File: config.mk
export PLATFORM = sky130hd
export DESIGN_NAME = led_pwm_shift_out_driver
export DESIGN_NICKNAME = d
export VERILOG_FILES = /design/src/rtl/core/lpsd_pkg.sv /design/src/rtl/core/lpsd_ram.sv /design/src/rtl/core/lpsd_frame_out.sv /design/src/rtl/core/led_pwm_shift_out_driver.sv
export VERILOG_INCLUDE_DIRS = /design/src /design/src/rtl/core
export SDC_FILE = /design/constraint.sdc
export NUM_CORES = 1
export LEC_CHECK = 0
export BUFFER_PORTS_ARGS = -buffer_cell sky130_fd_sc_hd__buf_2
export CORE_MARGIN = 8
export CORE_UTILIZATION = 55
export DETAILED_ROUTE_END_ITERATION = 6
export GPL_TIMING_DRIVEN = 0
export PLACE_DENSITY = 0.72
export SETUP_SLACK_MARGIN = 0.5
export SYNTH_ARGS = -nofsm -noshare
export SYNTH_HDL_FRONTEND = slang
export SYNTH_SLANG_ARGS = --single-unit
File: constraint.sdc
create_clock -name clk_i -period 3.8 [get_ports clk_i]
set_input_delay 0.19 -clock clk_i [delete_from_list [all_inputs] [get_ports clk_i]]
set_output_delay 0.19 -clock clk_i [all_outputs]
set_load 0.03 [all_outputs]
File: src/rtl/core/assert_macros.svh
// Shared assertion macros for the core RTL.
// Each macro samples on clk_i and is disabled while rst_ni is low.
`ifndef ASSERT_MACROS_SVH
`define ASSERT_MACROS_SVH

`ifndef ASSERT_OFF

// Same-cycle implication: when ante holds, cons must hold in that cycle.
`define ASSERT_IMPLIES(lbl, ante, cons, msg) \
  lbl: assert property (@(posedge clk_i) disable iff (!rst_ni) (ante) |-> (cons)) \
    else $error(msg);

// Next-cycle implication: when ante holds, cons must hold in the following cycle.
`define ASSERT_NEXT(lbl, ante, cons, msg) \
  lbl: assert property (@(posedge clk_i) disable iff (!rst_ni) (ante) |=> (cons)) \
    else $error(msg);

`else

`define ASSERT_IMPLIES(lbl, ante, cons, msg)
`define ASSERT_NEXT(lbl, ante, cons, msg)

`endif

`endif

File: src/rtl/core/lpsd_pkg.sv
package lpsd_pkg;

  // Board geometry
  localparam int NUM_REGS      = 3;
  localparam int COLUMN_LENGTH = 12;
  localparam int PHASES        = 16;
  localparam int NUM_COLS      = 2;
  localparam int BITS_PER_REG  = 8;
  localparam int LED_COUNT     = NUM_REGS * BITS_PER_REG;

  // Widths
  localparam int LEVEL_W   = 4;
  localparam int LED_IDX_W = (LED_COUNT > 1) ? $clog2(LED_COUNT) : 1;
  localparam int PHASE_W   = $clog2(PHASES);
  localparam int CMP_W     = (PHASE_W > LEVEL_W) ? PHASE_W : LEVEL_W;
  localparam int COORD_W   = 8;

  // Reset values
  localparam logic [LEVEL_W-1:0] GLOBAL_RESET    = 4'd8;
  localparam logic [LEVEL_W-1:0] MIN_LEVEL_RESET = 4'd1;
  localparam logic [LEVEL_W-1:0] MAX_LEVEL_RESET = 4'd15;

  // Configuration register indexes
  localparam logic CFG_MIN_LEVEL = 1'b0;
  localparam logic CFG_MAX_LEVEL = 1'b1;

  // Item kinds carried in tuser
  typedef enum logic [1:0] {
    FUNC_TICK       = 2'd0,
    FUNC_SET_ONOFF  = 2'd1,
    FUNC_SET_LEVEL  = 2'd2,
    FUNC_SET_GLOBAL = 2'd3
  } lpsd_func_e;

  // Input tdata layout, lowest bit last in the list
  typedef struct packed {
    logic [4:0]         pad;
    logic [LEVEL_W-1:0] level;
    logic               turn_on;
    logic [1:0]         col;
    logic [3:0]         row;
  } lpsd_in_data_t;

  // Output tdata layout
  typedef struct packed {
    logic [1:0] pad;
    logic [4:0] bit_index;
    logic       serial_bit;
  } lpsd_out_data_t;

  // Frame hand-off from the sequencer to the serializer
  typedef struct packed {
    logic                 start;
    logic [LED_COUNT-1:0] pattern;
  } lpsd_frame_req_t;

endpackage

File: src/rtl/core/lpsd_ram.sv
// Generic simple dual-port RAM: one write port, one registered read port.
// A read of the address being written returns the old contents.
module lpsd_ram #(
  parameter int WIDTH = 4,
  parameter int DEPTH = 24
) (
  input  logic                                    clk_i,
  input  logic                                    we_i,
  input  logic [((DEPTH > 1) ? $clog2(DEPTH) : 1)-1:0] waddr_i,
  input  logic [WIDTH-1:0]                        wdata_i,
  input  logic [((DEPTH > 1) ? $clog2(DEPTH) : 1)-1:0] raddr_i,
  output logic [WIDTH-1:0]                        rdata_o
);

  logic [WIDTH-1:0] mem_q [DEPTH];
  logic [WIDTH-1:0] rdata_q;

  // Write port
  always_ff @(posedge clk_i) begin
    if (we_i) begin
      mem_q[waddr_i] <= wdata_i;
    end
  end

  // Registered read
  always_ff @(posedge clk_i) begin
    rdata_q <= mem_q[raddr_i];
  end

  assign rdata_o = rdata_q;

endmodule

File: src/rtl/core/lpsd_frame_out.sv
`include "assert_macros.svh"

// Frame serializer: holds one pattern and sends it LED by LED, highest
// index first, through an output register that decouples the sink.
module lpsd_frame_out (
  input  logic                     clk_i,
  input  logic                     rst_ni,
  input  lpsd_pkg::lpsd_frame_req_t req_i,
  output logic                     busy_o,
  output logic                     m_axis_tvalid,
  input  logic                     m_axis_tready,
  output logic [7:0]               m_axis_tdata,  // serial_bit, bit_index[4:0], zero pad
  output logic                     m_axis_tlast   // latch
);

  logic [lpsd_pkg::LED_COUNT-1:0]  pat_q, pat_d;
  logic [lpsd_pkg::LED_IDX_W-1:0]  cnt_q, cnt_d;
  logic                            active_q, active_d;
  logic                            out_valid_q, out_valid_d;
  lpsd_pkg::lpsd_out_data_t        out_data_q, out_data_d;
  logic                            out_last_q, out_last_d;
  logic                            load;

  // Load a new word when a bit is pending and the output slot frees up
  assign load = active_q && (!out_valid_q || m_axis_tready);

  always_comb begin
    pat_d       = pat_q;
    cnt_d       = cnt_q;
    active_d    = active_q;
    out_valid_d = out_valid_q;
    out_data_d  = out_data_q;
    out_last_d  = out_last_q;

    // Drop the word once it is taken
    if (out_valid_q && m_axis_tready) begin
      out_valid_d = 1'b0;
    end

    // Advance to the next LED, stop after LED 0
    if (load) begin
      out_valid_d           = 1'b1;
      out_data_d.pad        = '0;
      out_data_d.bit_index  = 5'(cnt_q);
      out_data_d.serial_bit = pat_q[cnt_q];
      out_last_d            = (cnt_q == '0);
      if (cnt_q == '0) begin
        active_d = 1'b0;
      end else begin
        cnt_d = cnt_q - 1'b1;
      end
    end

    // Capture a new frame
    if (req_i.start) begin
      pat_d    = req_i.pattern;
      cnt_d    = lpsd_pkg::LED_IDX_W'(lpsd_pkg::LED_COUNT - 1);
      active_d = 1'b1;
    end
  end

  always_ff @(posedge clk_i or negedge rst_ni) begin
    if (!rst_ni) begin
      active_q    <= 1'b0;
      out_valid_q <= 1'b0;
      cnt_q       <= '0;
    end else begin
      active_q    <= active_d;
      out_valid_q <= out_valid_d;
      cnt_q       <= cnt_d;
    end
  end

  always_ff @(posedge clk_i) begin
    pat_q      <= pat_d;
    out_data_q <= out_data_d;
    out_last_q <= out_last_d;
  end

  assign busy_o        = active_q;
  assign m_axis_tvalid = out_valid_q;
  assign m_axis_tdata  = out_data_q;
  assign m_axis_tlast  = out_last_q;

  `ASSERT_IMPLIES(a_start_idle, req_i.start, !active_q, "frame started while serializer busy")
  `ASSERT_IMPLIES(a_cnt_range, active_q, cnt_q <= lpsd_pkg::LED_IDX_W'(lpsd_pkg::LED_COUNT - 1), "serializer index out of range")
  `ASSERT_NEXT(a_last_word, load && (cnt_q == '0), !active_q && m_axis_tvalid && m_axis_tlast, "last word did not end the frame")

endmodule

File: src/rtl/core/led_pwm_shift_out_driver.sv
// Channel  Direction  Handshake                      Contents
// s_axis   in         s_axis_tvalid / s_axis_tready  command word: kind in tuser, LED and level
// m_axis   out        m_axis_tvalid / m_axis_tready  one shifted bit, LED index, latch in tlast
// cfg      in         cfg_valid_i / cfg_ready_o      min_level (0), max_level (1)
//
// Set on/off and set level write the level memory in the cycle they are accepted. Set global
// level and a tick both sweep the 24-entry level memory through its single read port,
// one entry a cycle, then drain the last read (and a tick then compares the pattern).
// A changed pattern leaves as 24 words, one per cycle while the sink accepts them; a further
// changed tick waits in its compare step until that frame has entered the output register.
// Reset clears control state; valid bits zero the level memory. Config never stalls.
`include "assert_macros.svh"

module led_pwm_shift_out_driver (
  input  logic        clk_i,
  input  logic        rst_ni,
  input  logic        s_axis_tvalid,
  output logic        s_axis_tready,
  input  logic [15:0] s_axis_tdata,   // row[3:0], col[1:0], turn_on, level[3:0], zero pad
  input  logic [1:0]  s_axis_tuser,   // func[1:0]
  output logic        m_axis_tvalid,
  input  logic        m_axis_tready,
  output logic [7:0]  m_axis_tdata,   // serial_bit, bit_index[4:0], zero pad
  output logic        m_axis_tlast,   // latch
  input  logic        cfg_valid_i,
  output logic        cfg_ready_o,
  input  logic        cfg_index_i,
  input  logic [3:0]  cfg_data_i
);

  localparam logic [1:0] ST_IDLE  = 2'd0;
  localparam logic [1:0] ST_SWEEP = 2'd1;
  localparam logic [1:0] ST_DRAIN = 2'd2;
  localparam logic [1:0] ST_CMP   = 2'd3;

  logic [1:0]                           state_q, state_d;
  logic                                 is_tick_q, is_tick_d;
  logic [lpsd_pkg::LED_IDX_W-1:0]       cnt_q, cnt_d;
  logic                                 rd_pend_q, rd_pend_d;
  logic [lpsd_pkg::LED_IDX_W-1:0]       rd_addr_q, rd_addr_d;
  logic                                 rd_valid_q, rd_valid_d;
  logic [lpsd_pkg::LED_COUNT-1:0]       valid_q, valid_d;
  logic [lpsd_pkg::LED_COUNT-1:0]       sent_q, sent_d;
  logic [lpsd_pkg::LED_COUNT-1:0]       pat_q, pat_d;
  logic [lpsd_pkg::PHASE_W-1:0]         phase_q, phase_d;
  logic [lpsd_pkg::LEVEL_W-1:0]         glob_q, glob_d;
  logic [lpsd_pkg::LEVEL_W-1:0]         min_q, min_d;
  logic [lpsd_pkg::LEVEL_W-1:0]         max_q, max_d;

  logic                                 ram_we;
  logic [lpsd_pkg::LED_IDX_W-1:0]       ram_waddr;
  logic [lpsd_pkg::LEVEL_W-1:0]         ram_wdata;
  logic [lpsd_pkg::LED_IDX_W-1:0]       ram_raddr;
  logic [lpsd_pkg::LEVEL_W-1:0]         ram_rdata;
  logic [lpsd_pkg::LEVEL_W-1:0]         rd_level;

  lpsd_pkg::lpsd_in_data_t              in_data;
  lpsd_pkg::lpsd_func_e                 in_func;
  logic                                 in_accept;
  logic [lpsd_pkg::COORD_W-1:0]         led_sum;
  logic                                 led_ok;
  logic [lpsd_pkg::LED_IDX_W-1:0]       led_idx;
  logic [lpsd_pkg::LEVEL_W-1:0]         clamp_level;
  logic [lpsd_pkg::PHASE_W-1:0]         phase_next;

  lpsd_pkg::lpsd_frame_req_t            frame_req;
  logic                                 frame_busy;

  assign in_data       = lpsd_pkg::lpsd_in_data_t'(s_axis_tdata);
  assign in_func       = lpsd_pkg::lpsd_func_e'(s_axis_tuser);
  assign s_axis_tready = (state_q == ST_IDLE);
  assign in_accept     = s_axis_tvalid && s_axis_tready;
  assign cfg_ready_o   = 1'b1;

  // Map row and column to an LED index and check it
  assign led_sum = in_data.col[0]
                 ? lpsd_pkg::COORD_W'(in_data.row) + lpsd_pkg::COORD_W'(lpsd_pkg::COLUMN_LENGTH)
                 : lpsd_pkg::COORD_W'(in_data.row);
  assign led_ok  = (lpsd_pkg::COORD_W'(in_data.row) < lpsd_pkg::COORD_W'(lpsd_pkg::COLUMN_LENGTH))
                && (in_data.col < 2'(lpsd_pkg::NUM_COLS))
                && (led_sum < lpsd_pkg::COORD_W'(lpsd_pkg::LED_COUNT));
  assign led_idx = led_sum[lpsd_pkg::LED_IDX_W-1:0];

  // Clamp the global level: above the ceiling gives the ceiling, else below the floor gives the floor
  assign clamp_level = (in_data.level > max_q) ? max_q
                     : (in_data.level < min_q) ? min_q
                     : in_data.level;

  // Unwritten entries read as zero
  assign rd_level = rd_valid_q ? ram_rdata : '0;

  assign phase_next = (phase_q == lpsd_pkg::PHASE_W'(lpsd_pkg::PHASES - 1))
                    ? '0 : phase_q + 1'b1;

  // Sequencer: config writes, direct level writes, memory sweeps and frame compare
  always_comb begin
    state_d         = state_q;
    is_tick_d       = is_tick_q;
    cnt_d           = cnt_q;
    rd_pend_d       = 1'b0;
    rd_addr_d       = rd_addr_q;
    rd_valid_d      = rd_valid_q;
    valid_d         = valid_q;
    sent_d          = sent_q;
    pat_d           = pat_q;
    phase_d         = phase_q;
    glob_d          = glob_q;
    min_d           = min_q;
    max_d           = max_q;
    ram_we          = 1'b0;
    ram_waddr       = led_idx;
    ram_wdata       = '0;
    ram_raddr       = cnt_q;
    frame_req.start   = 1'b0;
    frame_req.pattern = pat_q;

    // Configuration writes
    if (cfg_valid_i) begin
      unique case (cfg_index_i)
        lpsd_pkg::CFG_MIN_LEVEL: min_d = cfg_data_i;
        lpsd_pkg::CFG_MAX_LEVEL: max_d = cfg_data_i;
        default: ;
      endcase
    end

    // Handle the word returned by the previous read
    if (rd_pend_q) begin
      if (is_tick_q) begin
        pat_d[rd_addr_q] = lpsd_pkg::CMP_W'(rd_level) > lpsd_pkg::CMP_W'(phase_q);
      end else if (rd_level != '0) begin
        ram_we    = 1'b1;
        ram_waddr = rd_addr_q;
        ram_wdata = glob_q;
      end
    end

    unique case (state_q)
      ST_IDLE: begin
        if (in_accept) begin
          unique case (in_func)
            lpsd_pkg::FUNC_SET_ONOFF: begin
              if (led_ok) begin
                ram_we           = 1'b1;
                ram_wdata        = in_data.turn_on ? glob_q : '0;
                valid_d[led_idx] = 1'b1;
                sent_d[led_idx]  = in_data.turn_on;
              end
            end
            lpsd_pkg::FUNC_SET_LEVEL: begin
              if (led_ok && (in_data.level <= max_q)) begin
                ram_we           = 1'b1;
                ram_wdata        = in_data.level;
                valid_d[led_idx] = 1'b1;
                sent_d[led_idx]  = (in_data.level != '0);
              end
            end
            lpsd_pkg::FUNC_SET_GLOBAL: begin
              glob_d    = clamp_level;
              is_tick_d = 1'b0;
              cnt_d     = '0;
              state_d   = ST_SWEEP;
            end
            lpsd_pkg::FUNC_TICK: begin
              pat_d     = '0;
              is_tick_d = 1'b1;
              cnt_d     = '0;
              state_d   = ST_SWEEP;
            end
            default: ;
          endcase
        end
      end
      ST_SWEEP: begin
        // Issue one read a cycle across the level memory
        rd_pend_d  = 1'b1;
        rd_addr_d  = cnt_q;
        rd_valid_d = valid_q[cnt_q];
        if (cnt_q == lpsd_pkg::LED_IDX_W'(lpsd_pkg::LED_COUNT - 1)) begin
          state_d = ST_DRAIN;
        end else begin
          cnt_d = cnt_q + 1'b1;
        end
      end
      ST_DRAIN: begin
        state_d = is_tick_q ? ST_CMP : ST_IDLE;
      end
      ST_CMP: begin
        // Send only a changed pattern, hold until the serializer is free
        if (pat_q == sent_q) begin
          phase_d = phase_next;
          state_d = ST_IDLE;
        end else if (!frame_busy) begin
          frame_req.start = 1'b1;
          sent_d          = pat_q;
          phase_d         = phase_next;
          state_d         = ST_IDLE;
        end
      end
      default: state_d = ST_IDLE;
    endcase
  end

  always_ff @(posedge clk_i or negedge rst_ni) begin
    if (!rst_ni) begin
      state_q   <= ST_IDLE;
      is_tick_q <= 1'b0;
      cnt_q     <= '0;
      rd_pend_q <= 1'b0;
      valid_q   <= '0;
      sent_q    <= '0;
      phase_q   <= '0;
      glob_q    <= lpsd_pkg::GLOBAL_RESET;
      min_q     <= lpsd_pkg::MIN_LEVEL_RESET;
      max_q     <= lpsd_pkg::MAX_LEVEL_RESET;
    end else begin
      state_q   <= state_d;
      is_tick_q <= is_tick_d;
      cnt_q     <= cnt_d;
      rd_pend_q <= rd_pend_d;
      valid_q   <= valid_d;
      sent_q    <= sent_d;
      phase_q   <= phase_d;
      glob_q    <= glob_d;
      min_q     <= min_d;
      max_q     <= max_d;
    end
  end

  always_ff @(posedge clk_i) begin
    rd_addr_q  <= rd_addr_d;
    rd_valid_q <= rd_valid_d;
    pat_q      <= pat_d;
  end

  lpsd_ram #(
    .WIDTH (lpsd_pkg::LEVEL_W),
    .DEPTH (lpsd_pkg::LED_COUNT)
  ) u_level_ram (
    .clk_i   (clk_i),
    .we_i    (ram_we),
    .waddr_i (ram_waddr),
    .wdata_i (ram_wdata),
    .raddr_i (ram_raddr),
    .rdata_o (ram_rdata)
  );

  lpsd_frame_out u_frame_out (
    .clk_i         (clk_i),
    .rst_ni        (rst_ni),
    .req_i         (frame_req),
    .busy_o        (frame_busy),
    .m_axis_tvalid (m_axis_tvalid),
    .m_axis_tready (m_axis_tready),
    .m_axis_tdata  (m_axis_tdata),
    .m_axis_tlast  (m_axis_tlast)
  );

  `ASSERT_IMPLIES(a_sweep_write, ram_we && (state_q != ST_IDLE), rd_pend_q && (ram_waddr == rd_addr_q), "sweep wrote an entry it did not read")
  `ASSERT_IMPLIES(a_rd_range, rd_pend_q, rd_addr_q < lpsd_pkg::LED_IDX_W'(lpsd_pkg::LED_COUNT), "read address beyond the last LED")
  `ASSERT_NEXT(a_frame_taken, frame_req.start, frame_busy && (state_q == ST_IDLE), "frame start not picked up")

endmodule

==> flow_results.xml <==
<?xml version="1.0" encoding="UTF-8"?>
<metrics>
  <group name="status">
    <metric name="run_status" unit="">finished clean</metric>
  </group>
  <group name="worst_setup_path">
    <metric name="crit_chain" unit="">clkbuf_1, nor3_1, o211ai_1, nand3_1, a22o_1</metric>
    <metric name="reg2reg_setup_slack" unit="ps">860</metric>
    <metric name="crit_slowest_cell" unit="">sky130_fd_sc_hd__nor3_1</metric>
    <metric name="crit_path_end" unit="">u_level_ram.mem_q[20][2]</metric>
    <metric name="worst_setup_path_startpoint" unit="">is_tick_q</metric>
    <metric name="critical_path.reg2reg.startpoint" unit="">is_tick_q</metric>
    <metric name="critical_path.max_fanout" unit="">24</metric>
    <metric name="worst-setup-path-type" unit="">flop to flop</metric>
    <metric name="cp.arrival" unit="ps">3140</metric>
    <metric name="endpoint_kind" unit="">flop</metric>
    <metric name="worstReg2RegEnd" unit="">u_level_ram.mem_q[20][2]</metric>
    <metric name="critical_path.max_stage_delay" unit="ps">880</metric>
    <metric name="worst-r2r-cell-count" unit="">5</metric>
    <metric name="cp-start-kind" unit="">flop</metric>
    <metric name="worstPathRequired" unit="ps">4000</metric>
  </group>
  <group name="sta">
    <metric name="remaining_max_slew_budget_at_the_tightest_pin" unit="%">27.5</metric>
    <metric name="period_share" unit="%">77.5</metric>
    <metric name="timing_worst_slew_pin_value" unit="ps">1080</metric>
    <metric name="finClkSkew" unit="ps">9.40</metric>
    <metric name="setup-tns-final" unit="ps">0</metric>
    <metric name="final_period_minus_worst_setup_slack" unit="ps">2940</metric>
    <metric name="final_number_of_max_transition_violations" unit="">0</metric>
    <metric name="finalHoldViolCount" unit="">0</metric>
    <metric name="maxClockFrequency" unit="GHz">0.340</metric>
    <metric name="final_report_setup_violation_count" unit="">0</metric>
    <metric name="rsz0062_at_grt" unit="">no</metric>
  </group>
  <group name="power">
    <metric name="ir_drop" unit="uV">460</metric>
    <metric name="power-per-cell-area" unit="nW/um2">750</metric>
    <metric name="internal-power" unit="uW">6190</metric>
    <metric name="p_comb_share" unit="%">34.5</metric>
    <metric name="power.switching_fraction" unit="%">34.9</metric>
    <metric name="clockPowerShare" unit="%">24.8</metric>
    <metric name="pwr-share-seq" unit="%">40.7</metric>
    <metric name="power_switching" unit="uW">3320</metric>
    <metric name="leakage" unit="uW">0.00485</metric>
  </group>
  <group name="synthesis">
    <metric name="post-synth-top-count-cell" unit="">sky130_fd_sc_hd__edfxtp_1</metric>
    <metric name="synth_seq_cells" unit="">241</metric>
    <metric name="synthTopCellsByCount" unit="">sky130_fd_sc_hd__edfxtp_1, sky130_fd_sc_hd__nor2_1, sky130_fd_sc_hd__nand2_1</metric>
    <metric name="synth_seq_area_share" unit="%">58.1</metric>
    <metric name="netlist_instances" unit="">900</metric>
    <metric name="synth_warnings" unit="">0</metric>
    <metric name="synthDominantAreaCellType" unit="">sky130_fd_sc_hd__edfxtp_1</metric>
    <metric name="netlist.area_leader.share" unit="%">35.3</metric>
    <metric name="synth_ff_type" unit="">sky130_fd_sc_hd__edfxtp_1</metric>
    <metric name="synthesis.area" unit="um2">11300</metric>
    <metric name="syn-mean-instance-area" unit="um2">12.6</metric>
    <metric name="post_synth_edffs" unit="">133</metric>
    <metric name="asyncSetResetFlopFracSynth" unit="%">33.2</metric>
    <metric name="synthDistinctLibCells" unit="">57</metric>
    <metric name="leading_post_synthesis_cells_by_cell_area" unit="">sky130_fd_sc_hd__edfxtp_1, sky130_fd_sc_hd__dfrtp_1, sky130_fd_sc_hd__mux4_2</metric>
  </group>
  <group name="placement">
    <metric name="dp_hpwl" unit="mm">19.3</metric>
    <metric name="placement.io_buffers" unit="">29</metric>
    <metric name="gp_congestion" unit="">0.923</metric>
    <metric name="dpl_cell_area" unit="um2">11800</metric>
  </group>
  <group name="clock_tree">
    <metric name="clkSlewWorstSetupHoldPaths" unit="ps">60</metric>
    <metric name="cts_tree" unit="">yes</metric>
    <metric name="clock_insertion_delay_worst_skew" unit="ps">520</metric>
    <metric name="cts_max_path_buffers" unit="">3</metric>
    <metric name="clkSinkCount" unit="">241</metric>
    <metric name="clock_tree.htree_level_count" unit="">1</metric>
    <metric name="clockRootBuffer" unit="">sky130_fd_sc_hd__clkbuf_16</metric>
    <metric name="post_cts.resized_instances" unit="">0</metric>
    <metric name="cts_buffers" unit="">25</metric>
  </group>
  <group name="die">
    <metric name="rows" unit="">52</metric>
    <metric name="core-area" unit="um2">20200</metric>
    <metric name="total_die_area" unit="um2">25400</metric>
    <metric name="die_h" unit="um">159</metric>
    <metric name="num_io_pins" unit="">40</metric>
    <metric name="initial_utilization" unit="%">55.9</metric>
    <metric name="die_x" unit="um">159</metric>
  </group>
  <group name="cells_and_area">
    <metric name="drive_above_1_share" unit="%">14.0</metric>
    <metric name="insertedDiodeCount" unit="">0</metric>
    <metric name="finish.net_count" unit="">1018</metric>
    <metric name="areaGrowthSynthToFinish" unit="%">12.2</metric>
    <metric name="layout.cell_area.non_filler" unit="um2">12700</metric>
  </group>
  <group name="flow_run">
    <metric name="max-cap-violations" unit="">0</metric>
  </group>
  <group name="detailed_routing">
    <metric name="routed.top_layer" unit="">met4</metric>
    <metric name="detail_route.iter0.violations" unit="">802</metric>
    <metric name="wl_met3" unit="mm">2.11</metric>
    <metric name="routed-via-count" unit="">7659</metric>
    <metric name="detail_route.vias_per_cell" unit="">6.11</metric>
    <metric name="drt_first_pass_iters" unit="">5</metric>
    <metric name="wl_per_cell" unit="um">21.1</metric>
    <metric name="drc_errors" unit="">0</metric>
    <metric name="drtAntennaViolNets" unit="">0</metric>
    <metric name="routed-wl-met2" unit="mm">12.2</metric>
    <metric name="total_length_of_routed_wires" unit="mm">26.5</metric>
    <metric name="drt-met1-wl" unit="mm">11.7</metric>
  </group>
  <group name="global_routing">
    <metric name="first_global_vias" unit="">7660</metric>
    <metric name="initial_antenna_violation_count" unit="">0</metric>
    <metric name="overflow" unit="">0</metric>
    <metric name="first_pass_grt_wire_length" unit="mm">42.8</metric>
    <metric name="globalRouteTotalUtil" unit="%">21.0</metric>
    <metric name="grt_start_max_net_pins" unit="">57</metric>
  </group>
  <group name="worst_hold_path">
    <metric name="worst_hold_startpoint" unit="">cfg_index_i</metric>
    <metric name="worstHoldPathType" unit="">input pin to flop</metric>
  </group>
</metrics>
[layer usage]
layer | GRT usage [%] | up-vias
met2 | 33.2 | 312
met1 | 29.6 | 3802
met4 | 5.36 | 0
li1 | - | 3503
met3 | 3.65 | 42
met5 | 0 | -
[flip-flops by register name (all words and copies together), names as in the netlist, 5 cells and up]
register and cells:
cnt_q 5, pat_q 24, rd_addr_q 5, sent_q 24, u_frame_out.cnt_q 5, u_frame_out.m_axis_tdata 6
u_frame_out.pat_q 24, u_level_ram.mem_q 96, valid_q 24
[critical path, delay by kind of cell, from the launching register on]
| kind | cells | cell delay (ps) |
|---|---|---|
| simple gates | 2 | 1100 |
| buf+inv | 1 | 230 |
| flops | 1 | 360 |
| compound gates | 2 | 920 |
[cell type report]
type / instances / area [um2]
Inverter: 23 / 86.3
Tap cell: 270 / 338
Buffer: 47 / 216
Fill cell: 1539 / 7550
Clock inverter: 13 / 110
Timing Repair Buffer: 37 / 250
Multi-Input combinational cell: 590 / 4450
Sequential cell: 241 / 6560
Clock buffer: 32 / 672
[cells by family after synthesis]
kind of cell    Yosys count  share of synthesized area [%]
simple gates            286                           12.1
flops                   241                           58.1
compound gates          176                           11.3
buf+inv                  70                           2.68
mux                      68                           10.6
xor+xnor                 32                           2.48
fa+ha+maj                25                           2.77
other cells               2                         0.0664
[power groups by stage]
stage               Clock [uW]  Sequential, uW  Combinational [uW]
finish                    2360            3870                3280
global route              2480            3940                3580
CTS                       2380            3860                3270
detailed placement           0            3910                3250
global placement             0            3890                3190
floorplan                    0            3810                2390
[cells in the final DEF, fill, tap and decap left out, drive strengths merged, types with 18 or more instances in the layout]
cell     count
edfxtp     133
clkbuf      64
inv         23
a2bb2oi     27
mux2i       19
a21o        20
and3        21
a21oi       41
ha          25
nor3        19
o21ai       25
dfxtp       28
nand2       76
xnor2       28
buf         46
mux4        41
dfrtp       74
nand3       18
nor2        87
o32a        24
[timing repair]
| action | CTS | global route |
|---|---|---|
| setup buffers | 0 | 0 |
| hold buffers | 6 | 0 |
| endpoints found under the hold margin | 89 | 0 |
[per-stage QoR]
step	power [uW]	setup slack (ps)	utilization (%)	hold slack, ps	instances
CTS	9510	834	62.7	41.4	1253
detailed placement	7160	855	58.5	125	1202
global route	10000	538	62.7	65.8	1253
floorplan	6190	1090	-	-106	901
global placement	7070	255	58.3	420	1200
finish	9510	856	62.7	35.8	1253
[worst min path at each step]
stage | to | slack, ps | cells past startpoint
finish | min_q[2] | 40 | 4
global route | min_q[2] | 70 | 3
CTS | glob_q[0] | 40 | 3
detailed placement | valid_q[3] | 120 | 1
global placement | min_q[3] | 420 | 3
floorplan | cnt_q[0] | -110 | 0
(Power assumes the default switching activity.)
